`src/hdl/tprt_pkg.sv`:
```
`timescale 1ns / 1ps
// ----------------------------------------------------------------------------
// tprt_pkg - shared types and constants of the pattern row transcoder
// Slot layout, commit and cell-control bundles, parser phase codes.
// ----------------------------------------------------------------------------
package tprt_pkg;

  localparam int unsigned CntW = 6;

  localparam logic [6:0] NoteKeyOff = 7'd97;
  localparam logic [4:0] BitsNoteInst = 5'h03;
  localparam logic [4:0] BitsVol = 5'h04;
  localparam logic [4:0] BitsEff = 5'h18;
  localparam logic [7:0] PackedBase = 8'h80;

  typedef struct packed {
    logic [4:0] bits;
    logic [6:0] note;
    logic [6:0] inst;
    logic [7:0] vol;
    logic [7:0] eff;
    logic [7:0] par;
  } slot_t;

  localparam slot_t SlotEmpty = '0;

  typedef struct packed {
    logic       valid;
    logic [4:0] chan;
    slot_t      slot;
  } commit_t;

  typedef struct packed {
    logic shift;
    logic clear;
  } cell_ctrl_t;

  typedef enum logic [7:0] {
    PhFollow = 8'b0000_0001,
    PhNote   = 8'b0000_0010,
    PhInst   = 8'b0000_0100,
    PhInstX  = 8'b0000_1000,
    PhInstHi = 8'b0001_0000,
    PhVol    = 8'b0010_0000,
    PhEff    = 8'b0100_0000,
    PhParam  = 8'b1000_0000
  } phase_e;

endpackage

```
`src/hdl/tprt_parser.sv`:
```
`timescale 1ns / 1ps
// ----------------------------------------------------------------------------
// tprt_parser - stream byte parser
// Walks the follow/note/instrument/volume/effect phases and hands a finished
// channel entry to the row store; flags a zero follow byte as row end.
// ----------------------------------------------------------------------------
module tprt_parser (
  input  logic              clk_i,
  input  logic              rst_ni,
  input  logic              byte_valid_i,
  input  logic [7:0]        byte_i,
  output tprt_pkg::commit_t commit_o,
  output logic              row_end_o
);
  import tprt_pkg::*;

  phase_e     phase_q, phase_d;
  logic [4:0] chan_q, chan_d;
  logic [2:0] flags_q, flags_d;
  logic [6:0] note_q, note_d;
  logic [6:0] inst_q, inst_d;
  logic [7:0] vol_q, vol_d;
  logic [7:0] eff_q, eff_d;
  logic       commit;
  logic [7:0] par;
  logic [6:0] note_raw;

  assign note_raw = byte_i[6:0];

  always_comb begin
    phase_d   = phase_q;
    chan_d    = chan_q;
    flags_d   = flags_q;
    note_d    = note_q;
    inst_d    = inst_q;
    vol_d     = vol_q;
    eff_d     = eff_q;
    commit    = 1'b0;
    par       = 8'h00;
    row_end_o = 1'b0;
    if (byte_valid_i) begin
      case (phase_q)
        PhFollow: begin
          if (byte_i == 8'h00) begin
            row_end_o = 1'b1;
          end else begin
            chan_d  = byte_i[4:0];
            flags_d = byte_i[7:5];
            note_d  = '0;
            inst_d  = '0;
            vol_d   = '0;
            eff_d   = '0;
            if (byte_i[5]) phase_d = PhNote;
            else if (byte_i[6]) phase_d = PhVol;
            else if (byte_i[7]) phase_d = PhEff;
            else commit = 1'b1;
          end
        end
        PhNote: begin
          note_d  = (note_raw == 7'd0 || note_raw > NoteKeyOff) ? NoteKeyOff : note_raw;
          phase_d = byte_i[7] ? PhInstX : PhInst;
        end
        PhInst, PhInstHi: begin
          if (phase_q == PhInst) inst_d = byte_i[6:0];
          if (flags_q[1]) phase_d = PhVol;
          else if (flags_q[2]) phase_d = PhEff;
          else commit = 1'b1;
        end
        PhInstX: begin
          inst_d  = byte_i[6:0];
          phase_d = PhInstHi;
        end
        PhVol: begin
          vol_d = byte_i;
          if (flags_q[2]) phase_d = PhEff;
          else commit = 1'b1;
        end
        PhEff: begin
          eff_d   = byte_i;
          phase_d = PhParam;
        end
        PhParam: begin
          par    = byte_i;
          commit = 1'b1;
        end
        default: begin
          phase_d = PhFollow;
        end
      endcase
      if (commit) phase_d = PhFollow;
    end
  end

  // Build the slot from the values as they stand after this byte.
  always_comb begin
    commit_o       = '0;
    commit_o.valid = commit;
    commit_o.chan  = chan_d;
    if (flags_d[0]) begin
      commit_o.slot.bits = commit_o.slot.bits | BitsNoteInst;
      commit_o.slot.note = note_d;
      commit_o.slot.inst = inst_d;
    end
    if (flags_d[1]) begin
      commit_o.slot.bits = commit_o.slot.bits | BitsVol;
      commit_o.slot.vol  = vol_d;
    end
    if (flags_d[2]) begin
      commit_o.slot.bits = commit_o.slot.bits | BitsEff;
      commit_o.slot.eff  = eff_d;
      commit_o.slot.par  = par;
    end
  end

  always_ff @(posedge clk_i or negedge rst_ni) begin
    if (!rst_ni) begin
      phase_q <= PhFollow;
      chan_q  <= '0;
      flags_q <= '0;
      note_q  <= '0;
      inst_q  <= '0;
      vol_q   <= '0;
      eff_q   <= '0;
    end else begin
      phase_q <= phase_d;
      chan_q  <= chan_d;
      flags_q <= flags_d;
      note_q  <= note_d;
      inst_q  <= inst_d;
      vol_q   <= vol_d;
      eff_q   <= eff_d;
    end
  end

endmodule

```
`src/hdl/tprt_cell.sv`:
```
`timescale 1ns / 1ps
// ----------------------------------------------------------------------------
// tprt_cell - one channel slot of the row store
// Takes a commit addressed to its channel, shifts from its upper neighbor
// during a row flush, and empties on clear.
// ----------------------------------------------------------------------------
module tprt_cell #(
  parameter int unsigned CellIdx = 0
) (
  input  logic                 clk_i,
  input  logic                 rst_ni,
  input  tprt_pkg::cell_ctrl_t ctrl_i,
  input  tprt_pkg::commit_t    commit_i,
  input  tprt_pkg::slot_t      next_i,
  output tprt_pkg::slot_t      slot_o
);
  import tprt_pkg::*;

  slot_t slot_q, slot_d;

  always_comb begin
    slot_d = slot_q;
    if (ctrl_i.clear) begin
      slot_d = SlotEmpty;
    end else if (ctrl_i.shift) begin
      slot_d = next_i;
    end else if (commit_i.valid && commit_i.chan == 5'(CellIdx)) begin
      slot_d = commit_i.slot;
    end
  end

  always_ff @(posedge clk_i or negedge rst_ni) begin
    if (!rst_ni) begin
      slot_q <= SlotEmpty;
    end else begin
      slot_q <= slot_d;
    end
  end

  assign slot_o = slot_q;

endmodule

```
`src/hdl/tracker_pattern_row_transcoder.sv`:
```
`timescale 1ns / 1ps
// ----------------------------------------------------------------------------
// tracker_pattern_row_transcoder - compressed pattern row to packed entries
// Parses a compressed tracker pattern stream and emits one packed word per
// configured channel at each row end.
// ----------------------------------------------------------------------------
// Usage:
//   Input channel: one stream byte per word (in_valid_i / in_stall_o).
//   While parsing, a byte is taken every cycle. A zero follow byte ends the
//   row: the store then flushes one packed word per channel 0..count-1,
//   one word per cycle unless the output stalls, out of cell 0 of the cell
//   chain. The input is stalled during the flush. The row end byte sets the
//   flush flag, and the flush then loads the first word into the output
//   register. A count of zero just clears the store.
//   Output channel: out_valid_o / out_stall_i, one registered word. A stall
//   holds the word and freezes the chain; the flush resumes when released.
//   cfg_we_i / cfg_wdata_i write channel_count (saturated to MAX_CHANNELS);
//   write it only while idle.
//   Reset: parser expects a follow byte, all slots empty, count = 8 (MAX_CHANNELS if smaller).
// ----------------------------------------------------------------------------
module tracker_pattern_row_transcoder #(
  parameter int unsigned MAX_CHANNELS = 32
) (
  input  logic       clk_i,
  input  logic       rst_ni,
  input  logic       cfg_we_i,
  input  logic [5:0] cfg_wdata_i,
  input  logic       in_valid_i,
  output logic       in_stall_o,
  input  logic [7:0] stream_byte_i,
  output logic       out_valid_o,
  input  logic       out_stall_i,
  output logic [4:0] channel_index_o,
  output logic [7:0] packed_flag_o,
  output logic [6:0] note_value_o,
  output logic [6:0] instrument_value_o,
  output logic [7:0] volume_value_o,
  output logic [7:0] effect_type_o,
  output logic [7:0] effect_param_o,
  output logic       last_in_row_o
);
  import tprt_pkg::*;

  localparam logic [CntW-1:0] MaxCnt = CntW'(MAX_CHANNELS);
  localparam logic [CntW-1:0] ResetCnt = (MAX_CHANNELS < 8) ? MaxCnt : CntW'(8);

  logic            in_accept;
  commit_t         commit;
  logic            row_end;
  cell_ctrl_t      ctrl;
  slot_t           chain [MAX_CHANNELS];

  logic [CntW-1:0] cnt_q;
  logic [CntW-1:0] row_cnt_q;
  logic            flush_q;
  logic [4:0]      idx_q;
  logic            step;
  logic            last;

  logic            out_valid_q;
  logic [4:0]      out_idx_q;
  slot_t           out_slot_q;
  logic            out_last_q;

  // Take no byte while the row is flushing.
  assign in_stall_o = flush_q;
  assign in_accept  = in_valid_i && !flush_q;

  tprt_parser u_parser (
    .clk_i        (clk_i),
    .rst_ni       (rst_ni),
    .byte_valid_i (in_accept),
    .byte_i       (stream_byte_i),
    .commit_o     (commit),
    .row_end_o    (row_end)
  );

  // Chain of slots: cell k loads from cell k+1 on shift; the top takes empty.
  for (genvar k = 0; k < MAX_CHANNELS; k++) begin : g_cell
    slot_t next_slot;
    if (k == MAX_CHANNELS - 1) begin : g_top
      assign next_slot = SlotEmpty;
    end else begin : g_mid
      assign next_slot = chain[k+1];
    end
    tprt_cell #(
      .CellIdx (k)
    ) u_cell (
      .clk_i    (clk_i),
      .rst_ni   (rst_ni),
      .ctrl_i   (ctrl),
      .commit_i (commit),
      .next_i   (next_slot),
      .slot_o   (chain[k])
    );
  end

  // Advance the flush whenever the output register is free or being taken.
  assign step = flush_q && (!out_valid_q || !out_stall_i);
  assign last = ({1'b0, idx_q} + CntW'(1)) == row_cnt_q;

  always_comb begin
    ctrl       = '0;
    ctrl.shift = step && !last;
    ctrl.clear = (step && last) || (row_end && cnt_q == '0);
  end

  always_ff @(posedge clk_i or negedge rst_ni) begin
    if (!rst_ni) begin
      cnt_q     <= ResetCnt;
      row_cnt_q <= '0;
      flush_q   <= 1'b0;
      idx_q     <= '0;
    end else begin
      if (cfg_we_i) begin
        cnt_q <= (cfg_wdata_i > MaxCnt) ? MaxCnt : cfg_wdata_i;
      end
      if (row_end && cnt_q != '0) begin
        flush_q   <= 1'b1;
        row_cnt_q <= cnt_q;
        idx_q     <= '0;
      end else if (step) begin
        if (last) flush_q <= 1'b0;
        else idx_q <= idx_q + 5'd1;
      end
    end
  end

  // Output register: hold while stalled, drop valid once taken.
  always_ff @(posedge clk_i or negedge rst_ni) begin
    if (!rst_ni) begin
      out_valid_q <= 1'b0;
    end else if (step) begin
      out_valid_q <= 1'b1;
    end else if (!out_stall_i) begin
      out_valid_q <= 1'b0;
    end
  end

  always_ff @(posedge clk_i) begin
    if (step) begin
      out_idx_q  <= idx_q;
      out_slot_q <= chain[0];
      out_last_q <= last;
    end
  end

  assign out_valid_o        = out_valid_q;
  assign channel_index_o    = out_idx_q;
  assign packed_flag_o      = PackedBase | {3'b000, out_slot_q.bits};
  assign note_value_o       = out_slot_q.note;
  assign instrument_value_o = out_slot_q.inst;
  assign volume_value_o     = out_slot_q.vol;
  assign effect_type_o      = out_slot_q.eff;
  assign effect_param_o     = out_slot_q.par;
  assign last_in_row_o      = out_last_q;

  // A word that is not the row's last means the flush is still running.
  a_nonlast_in_flush: assert property (@(posedge clk_i) disable iff (!rst_ni)
    out_valid_o && !last_in_row_o |-> flush_q)
    else $error("non-last word shown with no flush in progress");

  // The flush index stays below the row's count.
  a_idx_in_range: assert property (@(posedge clk_i) disable iff (!rst_ni)
    flush_q |-> ({1'b0, idx_q} < row_cnt_q))
    else $error("flush index ran past the row count");

  // A flush starts at channel zero.
  a_flush_start: assert property (@(posedge clk_i) disable iff (!rst_ni)
    $rose(flush_q) |-> idx_q == '0)
    else $error("flush did not start at channel zero");

  // A clear leaves the head cell empty.
  a_clear_empties: assert property (@(posedge clk_i) disable iff (!rst_ni)
    ctrl.clear |=> chain[0] == SlotEmpty)
    else $error("head cell not empty after clear");

endmodule
```
`config.mk`:
```
export PLATFORM = sky130hd
export DESIGN_NAME = tracker_pattern_row_transcoder
export DESIGN_NICKNAME = d
export VERILOG_FILES = /design/src/hdl/tprt_pkg.sv /design/src/hdl/tprt_parser.sv /design/src/hdl/tprt_cell.sv /design/src/hdl/tracker_pattern_row_transcoder.sv
export SDC_FILE = /design/constraint.sdc
export NUM_CORES = 2
export LEC_CHECK = 0
export BUFFER_PORTS_ARGS = -buffer_cell sky130_fd_sc_hd__buf_2
export CAP_MARGIN = 40
export CORE_UTILIZATION = 60
export CTS_BUF_LIST = sky130_fd_sc_hd__clkbuf_8
export DETAILED_ROUTE_END_ITERATION = 8
export GPL_TIMING_DRIVEN = 0
export PLACE_DENSITY_LB_ADDON = 0.12
export SETUP_SLACK_MARGIN = 0.3
export SKIP_CTS_REPAIR_TIMING = 1
export SYNTH_ARGS = -nofsm -noshare
export SYNTH_HDL_FRONTEND = slang
export SYNTH_SLANG_ARGS = --single-unit
```
`constraint.sdc`:
```
create_clock -name clk_i -period 6.45 [get_ports clk_i]
set_input_delay 0.645 -clock clk_i [delete_from_list [all_inputs] [get_ports clk_i]]
set_output_delay 0.645 -clock clk_i [all_outputs]
set_load 0.05 [all_outputs]
```
## Word-level counts from Yosys, hierarchy flattened

Index checks and enable logic that the tools add are counted.

- $add $sub $neg: 2
- Multipliers: 0
- Divide/modulo/power cells: 0
- Order comparisons: 2
- Equality and inequality tests: 45
- Shift operators: 0
- Muxes and demuxes: 153
- Bitwise operators: 0
- Reduce and logical (&&, ||, !) cells: 88

Operator list:

| cell | count |
|---|---|
| 43-bit 2-to-1 mux | 96 |
| 8-bit 2-to-1 mux | 14 |
| 3-bit nonzero test | 32 |
| 5-bit equality test, second input constant | 16 |
| 8-bit case mux with 7 select lines | 1 |
| 7-bit 2-to-1 mux | 6 |
| 5-bit by 4-bit equality test with 1-bit output, second input constant | 8 |
| 1-bit logical AND | 38 |
| 5-bit 2-to-1 mux | 7 |
| 16-bit 2-to-1 mux | 2 |
| 8-bit case mux with 2 select lines | 2 |
| 7-bit case mux with 3 select lines | 1 |
| 5-bit by 3-bit equality test with 1-bit output, second input constant | 4 |
| 1-bit 2-to-1 mux | 16 |
| 7-bit case mux with 2 select lines | 1 |
| 3-bit 2-to-1 mux | 4 |
| 5-bit by 2-bit equality test with 1-bit output, second input constant | 2 |
| 8-bit by 1-bit equality test with 1-bit output, second input constant | 1 |
| 8-bit by 2-bit equality test with 1-bit output, second input constant | 1 |
| 8-bit by 3-bit equality test with 1-bit output, second input constant | 1 |
| 8-bit by 4-bit equality test with 1-bit output, second input constant | 1 |
| 8-bit by 5-bit equality test with 1-bit output, second input constant | 1 |
| 8-bit by 6-bit equality test with 1-bit output, second input constant | 1 |
| 8-bit by 7-bit equality test with 1-bit output, second input constant | 1 |
| other kinds (24) | 33 |

- Register bits: 1490
- Bits in latches: 0
- RAM bits: 0
- ROM bits: 0
- Input port bits: 19
- Word-level logic and storage cells: 502
- Memories kept: 0

## Logic depth before layout (Yosys ltp)

- Depth in word-level cells: 11
- Mapped depth: 12

## Cells and area by module

A second synthesis with hierarchy kept.

- Cell total of the unflattened synthesis: 8507
- Area total of the unflattened synthesis: 92132.1 sq um

Modules (own cells, without submodules):

| module | instances | cells an instance | area an instance (sq um) | seq. area each (sq um) |
|---|---|---|---|---|
| tprt_cell at g_cell[10].u_cell ... | 6 | 252 | 2705.1 | 1076.0 |
| tprt_cell at g_cell[16].u_cell ... | 5 | 252 | 2787.7 | 1076.0 |
| tprt_cell at g_cell[17].u_cell ... | 4 | 252 | 2816.5 | 1076.0 |
| tprt_cell at g_cell[21].u_cell ... | 4 | 252 | 2697.6 | 1076.0 |
| tprt_cell at g_cell[23].u_cell ... | 2 | 252 | 2748.9 | 1076.0 |
| tprt_cell at g_cell[19].u_cell ... | 2 | 252 | 2702.6 | 1076.0 |
| tprt_cell at g_cell[13].u_cell ... | 2 | 252 | 2687.6 | 1076.0 |
| tprt_cell at g_cell[29].u_cell ... | 2 | 252 | 2670.1 | 1076.0 |
| tprt_cell at g_cell[11].u_cell ... | 2 | 252 | 2558.7 | 1076.0 |
| tprt_cell at g_cell[31].u_cell | 1 | 252 | 2706.3 | 1076.0 |
| tprt_cell at g_cell[15].u_cell | 1 | 252 | 2696.3 | 1076.0 |
| tracker_pattern_row_transcoder | 1 | 173 | 2691.3 | 1948.1 |
| tprt_cell at g_cell[0].u_cell | 1 | 252 | 2622.5 | 1076.0 |
| tprt_parser | 1 | 270 | 2454.9 | 1152.4 |

## Worst setup path before layout

No wires, ideal clock.

- Path type: register to register
- Start point: reg flush_q, in the netlist in_stall_o
- End point: reg g_cell[10].u_cell.slot_q, in the netlist g_cell[10].u_cell.slot_o[0]
- Arrival time: 3.438 ns
- Required time: 6.386 ns
- Setup slack: 2.948 ns
- Cell stages (with the launch flop): 8
- Path buffers: 2
- Cells stage by stage: dfrtp_1 nand2_1 clkinv_1 clkbuf_1 o211ai_1 clkbuf_1 nor2_1 mux2_2

- Elaborated cells on any way between the ends: 19
- Those cells by class: 1 x eq/ne; 9 x mux; 9 x reduce/logical

RTL lines:

| item | RTL line | text |
|---|---|---|
| start: declaration | tracker_pattern_row_transcoder.sv:55 | `logic flush_q;` |
| start signal: assignment | tracker_pattern_row_transcoder.sv:112 | `flush_q <= 1'b0;` |
| start signal: assignment | tracker_pattern_row_transcoder.sv:119 | `flush_q <= 1'b1;` |
| start signal: assignment | tracker_pattern_row_transcoder.sv:123 | `if (last) flush_q <= 1'b0;` |
| 1-bit logical AND * | tracker_pattern_row_transcoder.sv:99 | `assign step = flush_q && (!out_valid_q \|\| !out_stall_i);` |
| net step | tracker_pattern_row_transcoder.sv:57 | `logic step;` |
| 1-bit logical AND, on equally long branches | tracker_pattern_row_transcoder.sv:104, tracker_pattern_row_transcoder.sv:105 |  |
| 43-bit 2-to-1 mux / 1-bit logical OR (equally long branches) | tprt_cell.sv:25, tracker_pattern_row_transcoder.sv:105 |  |
| 43-bit 2-to-1 mux / 3-bit nonzero test (equally long branches) | n/a |  |
| end signal: assignment | tprt_cell.sv:34 | `slot_q <= SlotEmpty;` |
| end signal: assignment | tprt_cell.sv:36 | `slot_q <= slot_d;` |
| end: declaration | tprt_cell.sv:19 | `slot_t slot_q, slot_d;` |

Mark *: on every way through the listed nets, which the timed path passes. The rest lies on a longest branch. The select of a mux whose other input is x is not followed.
A chain may end at the register's enable or synchronous reset.

## Worst setup path in the final report

- Start point: reg u_parser.phase_q[0]
- End point: reg g_cell[0].u_cell.slot_q, in the netlist g_cell[0].u_cell.slot_o[15]

- Longest elaborated chain between the ends: 7
- Elaborated cells on any way between the ends: 27
- Those cells by class: 6 x eq/ne; 15 x mux; 6 x reduce/logical

RTL lines:

| item | RTL line | text |
|---|---|---|
| start: declaration | tprt_parser.sv:17 | `phase_e phase_q, phase_d;` |
| start signal: assignment | tprt_parser.sv:117 | `phase_q <= PhFollow;` |
| start signal: assignment | tprt_parser.sv:125 | `phase_q <= phase_d;` |
| 8-bit by 5-bit equality test with 1-bit output (tied with other cells) | tprt_parser.sv:42 | `case (phase_q)` |
| 2-bit OR reduction (tied with other cells) | tprt_parser.sv:42 |  |
| 1-bit case mux with 4 select lines (tied with other cells) | tprt_parser.sv:42 |  |
| 1-bit 2-to-1 mux / 16-bit 2-to-1 mux (equally long branches) | tprt_parser.sv:41, tprt_parser.sv:108 |  |
| 1-bit 2-to-1 mux / 43-bit 2-to-1 mux (equally long branches) | tprt_parser.sv:41, tprt_cell.sv:27 |  |
| 1-bit logical AND / 43-bit 2-to-1 mux (equally long branches) | tprt_cell.sv:27, tprt_cell.sv:25 |  |
| 3-bit nonzero test (no source line) / 43-bit 2-to-1 mux (equally long branches) | n/a |  |
| end signal: assignment | tprt_cell.sv:34 |  |
| end signal: assignment | tprt_cell.sv:36 |  |
| end: declaration | tprt_cell.sv:19 |  |

Parallel ways exist; a longest one is shown, timed or not. The select of a mux whose other input is x is not followed.

==> key figures <==
Run status
  • Status: complete, but fails checks
  • Failing checks: hold timing

Clocking
  • CTS Buf Count: 231
  • Clk Latency, worst-skew pair: 930 ps
  • H-tree depth: 4
  • CTS tree: done
  • Root buffer cell: clkbuf_8
  • Clock buffer depth: 3
  • Clk slew on worst S/H paths: 60 ps
  • CTS sink count: 1424

Global route
  • First-pass GRT wire length: 280000 µm
  • Maximum number of pins on one net before global-route repair: 165
  • Initial antenna violation count: 3
  • GRT overflow: 0
  • Number of global-route vias before repair: 47500
  • GRT Total Usage: 0.328

Logic synthesis
  • Area leader, netlist: dfrtp_1
  • Post-synth cell types: 73
  • Post-synth EDFFs: 47
  • Post-Syn Area: 0.0662 mm²
  • Synth Area in Compound Gates: 0.0897
  • Async SR Flop Fraction: 0.967
  • Synth Instances: 6262
  • Synth area leaders: dfrtp_1 (52%), mux2i_1 (13%), mux2_2 (5.6%)
  • Synth warn: 0
  • Synth Area in XOR/XNOR: 0.00153
  • Synth top area share: 0.520
  • Synth Register Bits: 1424
  • Multiplexer share of the synthesized area: 0.203
  • Main combinational cell family by area after synthesis: multiplexers
  • Syn Area/Cell: 10.6 µm²
  • Synth Flop Type: dfrtp_1
  • Simple-Gate Fraction of Synth Area: 0.0779
  • Adder-Cell Fraction of Synth Area: 0.000189
  • Sequential-to-total area share from yosys stat: 0.542

Layout
  • Nets: 6619
  • Final instance area: 0.0738 mm²
  • Area Overhead vs Synth: 11.5%
  • Share of cells above drive strength 1: 0.145

Setup path
  • Crit-path leading delay family: compound AO/OA/AOI/OAI gates
  • Worst Path Arrival: 5520 ps
  • CP peak stage delay: 840 ps
  • CP endpoint kind: register
  • Max FO, Critical Path: 10
  • Slowest cell on the critical path: o22ai_1
  • Worst setup SP type: register
  • Crit path buf inv count: 3
  • CP Class: register to register
  • Critical Path RT: 7270 ps
  • CP dominant cell by count: clkbuf_1
  • Cells along the critical path: clkbuf_1 -> or4b_1 -> nor3_2 -> nand2_1 -> a21o_1 -> clkbuf_1 -> o22ai_1 -> clkbuf_1 -> o21ai_0 -> mux2i_1

STA
  • Hold_ws: -23.3 ps
  • Fin. Hold Viols: 1
  • Max Fclk: 0.213 GHz
  • RSZ-0062 raised after global routing: false
  • Setup Viol. Count Final: 0
  • Max-slew violation count: 0
  • Final worst path period share: 0.728
  • Clk_skew: 35.7 ps
  • Worst slew pin tran: 993 ps
  • Rel. slew slack: 0.338
  • Setup TNS Final: 0 ps
  • Fin crit period: 4700 ps

Die
  • Die span in y: 334 µm
  • Row count: 121
  • Starting density of the core: 0.607
  • Die area: 0.112 mm²
  • Die W: 334 µm
  • Top-level port count: 73
  • Core Area: 0.109 mm²

Drt
  • Vias/cell: 5.70
  • Final WL: 180000 µm
  • TritonRoute pass-1 iters: 5
  • Iter 0 DRT Violations: 4330
  • Met1 wire length: 81900 µm
  • Antenna viol nets, final: 0
  • Via count: 47100
  • Wirelength per Cell: 21.8 µm
  • Metal2 WL: 77800 µm
  • Residual DRC: 0
  • Met3 wire len: 14100 µm
  • Highest metal used: met4

Placed design
  • Placed cell area: 0.0689 mm²
  • Number of buffers added on ports: 67
  • Final HPWL DP: 130000 µm
  • RePlAce Congestion: 0.932

Power
  • Net Switching: 10.5 mW
  • Peak supply drop: 0.246 mV
  • Clock power share: 0.272
  • Leakage dissipation: 40.9 nW
  • Comb power frac: 0.275
  • Seq pwr share: 0.454
  • Internal Pwr Total: 19.1 mW
  • PD cells: 402 mW/mm²
  • PnR Total Power: 29.7 mW
  • Sw Share: 0.355

Job
  • Max-cap viol count: 0

Worst hold path
  • Hold Path Class: input pin to register
Yosys cell counts (6+ instances only):
cell,number
dfrtp_1,1375
inv_1,856
mux2i_1,845
o21ai_0,588
nor2_1,473
nor3_1,445
mux2_2,332
clkbuf_1,326
a21oi_1,312
mux2_1,110
buf_4,80
nand2_1,80
buf_2,59
edfxtp_1,47
nand3_1,46
buf_6,25
a31oi_4,19
a211oi_1,16
buf_1,15
and2_1,14
and3_1,13
o211ai_1,11
a22oi_1,10
nand3b_1,10
o22ai_1,10
a21boi_0,9
o32ai_1,9
or3_1,9
a22o_1,8
a31oi_2,7
a32oi_1,7
a21o_1,6
nor4_1,6
cells by family after synthesis:
group / after synthesis
AOI/OAI and AO/OA: 1042
adders and majority gates: 1
other: 2
xor gates and xnor gates: 10
buffers and inverters: 1365
muxes: 1287
and+or+nand+nor: 1131
DFF: 1424
flip-flops by register name, indices dropped and copies added, names as in the netlist:
signal / count
g_cell.u_cell.slot_o: 1312
effect_param_o: 8
effect_type_o: 8
u_parser.eff_q: 8
u_parser.phase_q: 8
u_parser.vol_q: 8
volume_value_o: 8
instrument_value_o: 7
note_value_o: 7
u_parser.inst_q: 7
u_parser.note_q: 7
cnt_q: 6
row_cnt_q: 6
channel_index_o: 5
idx_q: 5
u_parser.chan_q: 5
packed_flag_o: 3
u_parser.flags_q: 3
in_stall_o: 1
last_in_row_o: 1
out_valid_o: 1
routing by layer:
layer	track usage	up-vias
li1	-	21600
met1	0.481	23400
met2	0.483	1729
met3	0.0690	351
met4	0.121	0
met5	0	-
area by class of cell:
class                   instances  area [µm²]
diodes                          7        17.5
plain buffers                 507        2470
clock buffers                 303        4170
clock inverters               120         652
fillers                      8421       35400
inverters                     858        3220
multi-input cells            3474       24700
flip-flops and latches       1424       35900
well taps                    1476        1850
repair buffers                103         890
through the flow:
step                      setup WS [ps]  utilization  cells
after floorplan                    2950            -   6263
after global placement           -25890        0.627   7806
final                              1750        0.676   8272
after CTS                          2050        0.675   8258
after global routing               1690        0.676   8267
after detailed placement           1910        0.631   7835
cell usage in the layout (no fill, tap or decap), types with 10 or more instances in the layout:
master    synthesis  layout
dfrtp_1        1375    1375
inv_1           856     937
mux2i_1         845     845
o21ai_0         588     588
nor2_1          473     473
nor3_1          445     445
mux2_2          332     332
clkbuf_1        326     325
a21oi_1         312     312
clkbuf_8          0     303
buf_2            59     134
mux2_1          110     110
buf_4            80      81
nand2_1          80      80
edfxtp_1         47      47
nand3_1          46      46
buf_6            25      28
clkinv_2          0      26
a31oi_4          19      19
a211oi_1         16      16
buf_1            15      15
and2_1           14      14
and3_1           13      13
o211ai_1         11      11
buf_16            0      11
nand3b_1         10      10
a22oi_1          10      10
o22ai_1          10      10
worst reg2reg max path, stage by stage (launching register included):
cell	delay (ps)
dfstp_2	510
clkbuf_1	320
or4b_1	530
nor3_2	260
nand2_1	270
a21o_1	290
clkbuf_1	340
o22ai_1	850
clkbuf_1	540
o21ai_0	450
mux2i_1	250
final timing paths:
| kind | start | cells past startpoint | endpoint | slack, ps |
|---|---|---|---|---|
| max in group asynchronous | rst_ni | 5 | g_cell[16].u_cell.slot_o[10]$_DFFE_PN0P_ | 3770 |
| min | cfg_wdata_i[0] | 3 | cnt_q[0]$_DFFE_PN0P_ | -20 |
| max | u_parser.phase_q[0]$_DFFE_PN1P_ | 10 | g_cell[0].u_cell.slot_o[15]$_DFFE_PN0P_ | 1750 |
| min reg2reg | g_cell[0].u_cell.slot_o[2]$_DFFE_PN0P_ | 0 | effect_param_o[2]$_DFFE_PP_ | 440 |
| max reg2reg | u_parser.phase_q[0]$_DFFE_PN1P_ | 10 | g_cell[0].u_cell.slot_o[15]$_DFFE_PN0P_ | 1750 |
| min in group asynchronous | rst_ni | 2 | g_cell[3].u_cell.slot_o[2]$_DFFE_PN0P_ | 300 |
power by group through the flow:
| stage | Combinational (mW) | Clock [mW] | Sequential (mW) |
|---|---|---|---|
| after CTS | 8.03 | 8.14 | 13.4 |
| after global routing | 9.01 | 8.51 | 13.8 |
| after detailed placement | 7.97 | 0 | 13.5 |
| after global placement | 7.62 | 0 | 13.5 |
| final | 8.15 | 8.06 | 13.5 |
| after floorplan | 5.52 | 0 | 13.1 |
Note: power is estimated with default switching activity, not from simulation.
